--- config.mk ---
export PLATFORM = sky130hd
export DESIGN_NAME = sorted_table_binary_search_flat
export DESIGN_NICKNAME = d
export VERILOG_FILES = /design/src/hdl/stbs_pkg.sv /design/src/hdl/stbs_if.sv /design/src/hdl/stbs_engine.sv /design/src/hdl/sorted_table_binary_search.sv /design/src/flat_wrapper.sv
export SDC_FILE = /design/constraint.sdc
export NUM_CORES = 2
export LEC_CHECK = 0
export ABC_AREA = 1
export ABC_CLOCK_PERIOD_IN_PS = 18200
export BUFFER_PORTS_ARGS = -buffer_cell sky130_fd_sc_hd__buf_2
export CORE_MARGIN = 3
export CORE_UTILIZATION = 35
export CTS_CLUSTER_DIAMETER = 60
export DETAILED_ROUTE_END_ITERATION = 8
export PLACE_DENSITY = 0.49
export SETUP_SLACK_MARGIN = 0.1
export SLEW_MARGIN = 5
export SYNTH_ARGS = -nofsm -noshare
export SYNTH_HDL_FRONTEND = slang
export SYNTH_SLANG_ARGS = --single-unit
--- constraint.sdc ---
create_clock -name clk -period 18.2 [get_ports clk]
set_clock_uncertainty 0.05 [all_clocks]
set_input_delay 3.64 -clock clk [delete_from_list [all_inputs] [get_ports clk]]
set_output_delay 3.64 -clock clk [all_outputs]
set_load 0.02 [all_outputs]
--- src/hdl/stbs_pkg.sv ---
`timescale 1ns / 1ps

package stbs_pkg;

	localparam int DEPTH = 128;
	localparam int IDX_W = $clog2(DEPTH);
	localparam int CNT_W = $clog2(DEPTH + 1);
	localparam int KEY_W = 32;
	localparam int POS_W = 7;
	localparam int PRB_W = 4;

	typedef enum logic {
		REQ_INSERT = 1'b0,
		REQ_SEARCH = 1'b1
	} req_type_t;

	typedef enum logic [2:0] {
		ST_IDLE,
		ST_INS_CMP,
		ST_INS_LAST,
		ST_SRCH_ISSUE,
		ST_SRCH_CMP,
		ST_DONE
	} state_t;

	typedef struct packed {
		logic             found;
		logic [POS_W-1:0] position;
		logic [PRB_W-1:0] probes;
		logic             status;
	} res_t;

	// result handshake between the engine and the output register
	typedef struct packed {
		logic valid;
		res_t res;
	} res_chan_t;

endpackage

--- src/hdl/stbs_if.sv ---
`timescale 1ns / 1ps

interface stbs_req_if import stbs_pkg::*; ();
	logic                    valid;
	logic                    ready;
	logic                    req_type;
	logic signed [KEY_W-1:0] key;

	modport source (output valid, output req_type, output key, input ready);
	modport sink (input valid, input req_type, input key, output ready);
endinterface

interface stbs_rsp_if import stbs_pkg::*; ();
	logic             valid;
	logic             ready;
	logic             found;
	logic [POS_W-1:0] position;
	logic [PRB_W-1:0] probes;
	logic             status;

	modport source (output valid, output found, output position, output probes,
		output status, input ready);
	modport sink (input valid, input found, input position, input probes,
		input status, output ready);
endinterface

--- src/hdl/stbs_engine.sv ---
`timescale 1ns / 1ps

module stbs_engine import stbs_pkg::*; (
	input  logic                    clk,
	input  logic                    arst_n,
	input  logic                    req_valid,
	output logic                    req_ready,
	input  logic                    req_type,
	input  logic signed [KEY_W-1:0] req_key,
	output res_chan_t               res_out,
	input  logic                    res_ready
);

	state_t state_q, state_d;

	logic [CNT_W-1:0]        cnt_q;
	logic [IDX_W-1:0]        idx_q;
	logic signed [KEY_W-1:0] key_q;
	logic [CNT_W-1:0]        lo_q, hix_q;
	logic [IDX_W-1:0]        mid_q;
	logic [PRB_W-1:0]        prb_q;
	res_t                    res_q;

	logic signed [KEY_W-1:0] mem [DEPTH];
	logic signed [KEY_W-1:0] rd_q;
	logic                    mem_we;
	logic [IDX_W-1:0]        mem_wa, mem_ra;
	logic signed [KEY_W-1:0] mem_wd;

	logic             accept;
	logic             key_less;
	logic             key_hit;
	logic             cnt_full, cnt_empty;
	logic             win_open;
	logic [CNT_W:0]   mid_sum;
	logic [IDX_W-1:0] mid;

	assign accept    = req_valid && req_ready;
	assign key_less  = key_q < rd_q;
	assign key_hit   = key_q == rd_q;
	assign cnt_full  = cnt_q == CNT_W'(DEPTH);
	assign cnt_empty = cnt_q == '0;
	assign win_open  = lo_q < hix_q;
	assign mid_sum   = {1'b0, lo_q} + {1'b0, hix_q} - {{CNT_W{1'b0}}, 1'b1};
	assign mid       = IDX_W'(mid_sum[CNT_W:1]);

	// key table, one write and one registered read per cycle
	always_ff @(posedge clk) begin
		if (mem_we) begin
			mem[mem_wa] <= mem_wd;
		end
		rd_q <= mem[mem_ra];
	end

	always_comb begin
		state_d = state_q;
		case (state_q)
			ST_IDLE: begin
				if (accept) begin
					if (req_type == REQ_SEARCH) begin
						state_d = ST_SRCH_ISSUE;
					end else if (cnt_full || cnt_empty) begin
						state_d = ST_DONE;
					end else begin
						state_d = ST_INS_CMP;
					end
				end
			end
			ST_INS_CMP: begin
				if (!key_less) begin
					state_d = ST_DONE;
				end else if (idx_q == IDX_W'(1)) begin
					state_d = ST_INS_LAST;
				end
			end
			ST_INS_LAST:   state_d = ST_DONE;
			ST_SRCH_ISSUE: state_d = win_open ? ST_SRCH_CMP : ST_DONE;
			ST_SRCH_CMP:   state_d = key_hit ? ST_DONE : ST_SRCH_ISSUE;
			ST_DONE: begin
				if (res_ready) begin
					state_d = ST_IDLE;
				end
			end
			default:       state_d = ST_IDLE;
		endcase
	end

	always_comb begin
		req_ready     = state_q == ST_IDLE;
		res_out.valid = state_q == ST_DONE;
		res_out.res   = res_q;
		mem_we        = 1'b0;
		mem_wa        = idx_q;
		mem_wd        = key_q;
		mem_ra        = '0;
		case (state_q)
			ST_IDLE: begin
				mem_wa = '0;
				mem_wd = req_key;
				mem_ra = IDX_W'(cnt_q - CNT_W'(1));
				mem_we = accept && req_type == REQ_INSERT && cnt_empty;
			end
			ST_INS_CMP: begin
				mem_we = 1'b1;
				mem_wd = key_less ? rd_q : key_q;
				mem_ra = idx_q - IDX_W'(2);
			end
			ST_INS_LAST: begin
				mem_we = 1'b1;
				mem_wa = '0;
			end
			ST_SRCH_ISSUE: mem_ra = mid;
			default: begin
				mem_we = 1'b0;
			end
		endcase
	end

	always_ff @(posedge clk or negedge arst_n) begin
		if (!arst_n) begin
			state_q <= ST_IDLE;
			cnt_q   <= '0;
		end else begin
			state_q <= state_d;
			if ((state_q == ST_IDLE && accept && req_type == REQ_INSERT && cnt_empty)
				|| (state_q == ST_INS_CMP && !key_less) || state_q == ST_INS_LAST) begin
				cnt_q <= cnt_q + CNT_W'(1);
			end
		end
	end

	always_ff @(posedge clk) begin
		case (state_q)
			ST_IDLE: begin
				key_q <= req_key;
				idx_q <= IDX_W'(cnt_q);
				lo_q  <= '0;
				hix_q <= cnt_q;
				prb_q <= '0;
				res_q <= '{found: 1'b0, position: '0, probes: '0,
					status: req_type == REQ_INSERT && cnt_full};
			end
			ST_INS_CMP: begin
				if (key_less) begin
					idx_q <= idx_q - IDX_W'(1);
				end
			end
			ST_SRCH_ISSUE: begin
				if (win_open) begin
					mid_q <= mid;
					prb_q <= prb_q + PRB_W'(1);
				end else begin
					res_q.probes <= prb_q;
				end
			end
			ST_SRCH_CMP: begin
				if (key_hit) begin
					res_q.found    <= 1'b1;
					res_q.position <= POS_W'(mid_q);
					res_q.probes   <= prb_q;
				end else if (key_less) begin
					hix_q <= CNT_W'(mid_q);
				end else begin
					lo_q <= CNT_W'(mid_q) + CNT_W'(1);
				end
			end
			default: begin
				key_q <= key_q;
			end
		endcase
	end

endmodule

--- src/hdl/sorted_table_binary_search.sv ---
`timescale 1ns / 1ps
// Sorted table of signed keys with binary search, one request at a time.
// Insert: each shift step moves one entry up a place (one table port pair).
// Search: each probe is a registered table read, then a compare; at most 8 probes.
// A finished result sits in an output register, so the next request is taken meanwhile.
// Reset clears the entry count and control state; the key table itself is not cleared.

module sorted_table_binary_search import stbs_pkg::*; (
	input  logic     clk,
	input  logic     arst_n,
	stbs_req_if.sink   req,
	stbs_rsp_if.source rsp
);

	res_chan_t core_res;
	logic      core_res_ready;
	logic      out_valid_q;
	res_t      out_res_q;

	// Engine: FSM around the key table. Inserts walk down from the top
	// filled entry, moving larger keys up by one; searches halve the
	// window [lo, hi) with the lower midpoint.
	stbs_engine u_engine (
		.clk       (clk),
		.arst_n    (arst_n),
		.req_valid (req.valid),
		.req_ready (req.ready),
		.req_type  (req.req_type),
		.req_key   (req.key),
		.res_out   (core_res),
		.res_ready (core_res_ready)
	);

	// Output register: take a new result when empty or being drained.
	assign core_res_ready = !out_valid_q || rsp.ready;

	always_ff @(posedge clk or negedge arst_n) begin
		if (!arst_n) begin
			out_valid_q <= 1'b0;
		end else if (core_res_ready) begin
			out_valid_q <= core_res.valid;
		end
	end

	// Hold the payload while the result waits.
	always_ff @(posedge clk) begin
		if (core_res_ready && core_res.valid) begin
			out_res_q <= core_res.res;
		end
	end

	assign rsp.valid    = out_valid_q;
	assign rsp.found    = out_res_q.found;
	assign rsp.position = out_res_q.position;
	assign rsp.probes   = out_res_q.probes;
	assign rsp.status   = out_res_q.status;

	// One request in flight: the engine drops ready right after taking one.
	a_one_in_flight: assert property (@(posedge clk) disable iff (!arst_n)
		req.valid && req.ready |=> !req.ready)
		else $error("engine took a request while busy");

	// A result handed over by the engine shows up at the output next cycle.
	a_result_lands: assert property (@(posedge clk) disable iff (!arst_n)
		core_res.valid && core_res_ready |=> rsp.valid)
		else $error("result lost in output register");

	// A refused insert carries no search outcome.
	a_refused_clean: assert property (@(posedge clk) disable iff (!arst_n)
		rsp.valid && rsp.status |-> !rsp.found && rsp.probes == '0 && rsp.position == '0)
		else $error("refused insert carries search fields");

endmodule
--- src/flat_wrapper.sv ---
// flat-port wrapper written by rule: the top's interface ports become plain ports
module sorted_table_binary_search_flat import stbs_pkg::*;
  (clk, arst_n, req_valid, req_req_type, req_key, req_ready, rsp_valid, rsp_found, rsp_position, rsp_probes, rsp_status, rsp_ready);
  stbs_req_if req_i ();
  stbs_rsp_if rsp_i ();
  input  logic clk;
  input  logic arst_n;
  input wire logic [$bits(req_i.valid)-1:0] req_valid;
  input wire logic [$bits(req_i.req_type)-1:0] req_req_type;
  input wire logic [$bits(req_i.key)-1:0] req_key;
  output wire logic [$bits(req_i.ready)-1:0] req_ready;
  output wire logic [$bits(rsp_i.valid)-1:0] rsp_valid;
  output wire logic [$bits(rsp_i.found)-1:0] rsp_found;
  output wire logic [$bits(rsp_i.position)-1:0] rsp_position;
  output wire logic [$bits(rsp_i.probes)-1:0] rsp_probes;
  output wire logic [$bits(rsp_i.status)-1:0] rsp_status;
  input wire logic [$bits(rsp_i.ready)-1:0] rsp_ready;
  assign req_i.valid = req_valid;
  assign req_i.req_type = req_req_type;
  assign req_i.key = req_key;
  assign req_ready = req_i.ready;
  assign rsp_valid = rsp_i.valid;
  assign rsp_found = rsp_i.found;
  assign rsp_position = rsp_i.position;
  assign rsp_probes = rsp_i.probes;
  assign rsp_status = rsp_i.status;
  assign rsp_i.ready = rsp_ready;
  sorted_table_binary_search u_core (.clk(clk), .arst_n(arst_n), .req(req_i), .rsp(rsp_i));
endmodule
==> metrics.cfg <==
[outcome]
status = finished, final reports clean

[clock_tree]
clk_path_buf_depth = 4
htreeDepth = 5
postCtsSetupBuffers = 0
cts-root-buf = clkbuf_16
clk-insertion-delay-late_ps = 1040
cts_hold_buf = 0
cts_resized = 0
cts_tree = yes
cts_num_sinks = 4232
cts_buffers = 455
cts.reportedPaths.clkPinSlew_ps = 70

[synth]
synth_seq_cells = 4232
syn_area_um2 = 172000
avgSynthCellArea_um2 = 12.1
synth_seq_area_share_pct = 73.5
yosysWarnings = 0
synth_cell_type_count = 39
yosys-top-cells-area = edfxtp_1 73%, nand3_1 12%, nand2_1 8.3%
syn_inst = 14300
synth_largest_area_cell = edfxtp_1
synth_nets = 14400
synth_top_area_share_pct = 72.9

[critical_path]
crit_arrival_ps = 7820
path_class = reg2reg
crit_required_ps = 19110
slowest_stage = nand3_4
crit_path_cell_trace = nor2_2, nand3_4, nand3_4, buf_12, buf_4, buf_4, buf_4, nand2_1, nand3_1, nand3_1, nand3_1, nand3_1, nand3_1, nand3_1, nand2_1
slowest_delay_ps = 840
end_kind = flop
cpMostUsedCell = nand3_1
path_max_fanout = 135
start_kind = flop

[floorplan]
coreArea_um2 = 490000
start_util_pct = 35.2
ioPinCount = 52
die_y_um = 708
num_rows = 257
dieArea_um2 = 501000
die_x_um = 708

[sta]
worst_pin_slew_ps = 1370
holdWs_ps = 370
hold_violations = 0
tns_ps = 0
maxSlewHeadroom_pct = 8.59
maxSlewViolCount = 0
fmax_mhz = 145
min_period_ps = 6910
finalCritPeriodShare_pct = 38.0
rsz0062_at_grt = false
final-setup-viol-count = 0

[place]
numPortBuffers = 51
globalplace.congestion = 0.893
dp_hpwl_um = 328000
dpl-instance-area_um2 = 180000

[global_routing]
use_met1_pct = 32.0
grt_pass1_wl_um = 850000
grtUsageMet3_pct = 3.90
antenna_found_initial = 30
grtUsageTotal_pct = 23.4
busiest_layer = met2
grt_pass1_vias = 110000
grt_max_degree = 144
overflow = 0
use_met2_pct = 37.0

[routing]
avgViaCountPerCell = 5.55
postRouteAntennaNets = 0
drt_iter0_markers = 13900
avgRoutedWirePerCell_um = 28.8
first_pass_iters = 8
drc = 0
num_vias = 117000
wirelength_um = 604000

[cells_and_area]
layout-drive-gt1-share_pct = 8.31
syn_to_final_growth_pct = 13.0
fin_area_um2 = 195000
nets = 14200

[job]
max_cap_viol_count = 0

[hold_path]
hp-class = reg2reg

[final cells by class]
class | instances | area (um2)
Timing Repair Buffer | 412 | 3270
Fill cell | 46400 | 295000
Inverter | 167 | 656
Clock inverter | 268 | 2290
Sequential cell | 4232 | 127000
Clock buffer | 584 | 12200
Tap cell | 6475 | 8100
Antenna cell | 12 | 30.0
Multi-Input combinational cell | 8839 | 41700
[worst max-delay path, delay by kind of cell, from the launching register on]
kind,cells,cell delay (ps)
flip-flops,1,510
buffers and inverters,4,2600
AND/OR/NAND/NOR,11,3390
[cell families (layout without fill, tap and decap cells)]
family | after synthesis | after routing | share of synthesized area, %
simple gates | 8668 | 8668 | 22.7
flops | 4232 | 4232 | 73.5
buf+inv | 1205 | 1431 | 3.03
compound gates | 99 | 99 | 0.340
fa+ha+maj | 60 | 60 | 0.440
xor+xnor | 12 | 12 | 0.0609
other cells | 0 | 12 | 0
[flip-flops by register name (all words and copies together), names as in the netlist, 4 cells and up]
name                     count
u_core.rsp.position          7
u_core.rsp.probes            4
u_core.u_engine.cnt_q        8
u_core.u_engine.hix_q        8
u_core.u_engine.idx_q        7
u_core.u_engine.key_q       32
u_core.u_engine.lo_q         8
u_core.u_engine.mem       4096
u_core.u_engine.mid_q        7
u_core.u_engine.prb_q        4
u_core.u_engine.rd_q        32
u_core.u_engine.res_out     13
[layout by cell type (no fill, tap or decap), types with 6 or more instances in the layout]
cell        count
diode_2        12
clkbuf_1      113
edfxtp_1     4188
nand3_1      4068
nand4_1       539
xor2_1         11
nor2_1         77
dfxtp_1        32
nand3_4        13
nand2_2         7
inv_6           9
a21oi_1        26
clkinv_1      119
inv_2           6
nor3_1         10
bufinv_16      33
clkinvlp_4     13
o211ai_1       22
buf_2          51
ha_1           59
o21ai_0        35
buf_4         337
clkinv_2       81
nand2_1      3805
nor2_4        133
o21bai_1        6
inv_1         154
clkbuf_16     467
dfrtp_1        12
buf_12         24
[Yosys cell counts (all sizes together)]
cell and n:
edfxtp 4188, nand3 4082, nand2 3813, buf 606, nand4 540, clkbuf 432, nor2 212, inv 165
ha 59, o21ai 35, dfxtp 32, a21oi 26, o211ai 22, dfrtp 12, xor2 11, nor3 10
o21bai 6, a31oi 4, nor4 4, a21o 2, clkinv 2, nand3b 2, or2 2, a211oi 1
a22oi 1, and2 1, and3b 1, fa 1, nor3b 1, o21a 1, o221ai 1, xnor2 1
[metrics by stage]
step	utilization, %	cells	worst slack, ps
global route	39.7	21000	11000
detailed placement	36.8	20100	10400
global placement	36.8	20100	10320
finish	39.7	21000	11290
CTS	39.7	21000	11290
floorplan	-	14300	11510
[per-layer routing]
metal	part of all wire, %	vias to the layer above
li1	-	51600
met1	42	59300
met2	46	4668
met3	7.6	946
met4	4.3	12
met5	0.012	-
[worst paths after layout]
kind | start | to | slack [ps] | cells after the start
worst min register to register | u_core.u_engine.res_out[12] | u_core.rsp.found | 370 | 0
worst min-delay path | u_core.u_engine.res_out[12] | u_core.rsp.found | 370 | 0
max in group asynchronous | arst_n | u_core.u_engine.cnt_q[6] | 15310 | 1
min in group asynchronous | arst_n | u_core.rsp.valid | 2480 | 1
worst max register to register | u_core.u_engine.state_q[1] | u_core.u_engine.rd_q[21] | 11290 | 15
worst max-delay path | u_core.u_engine.state_q[1] | u_core.u_engine.rd_q[21] | 11290 | 15
Power is left out: the tool's default activity adds up to more than one toggle a clock period on the data nets, which glitch-free logic cannot reach.
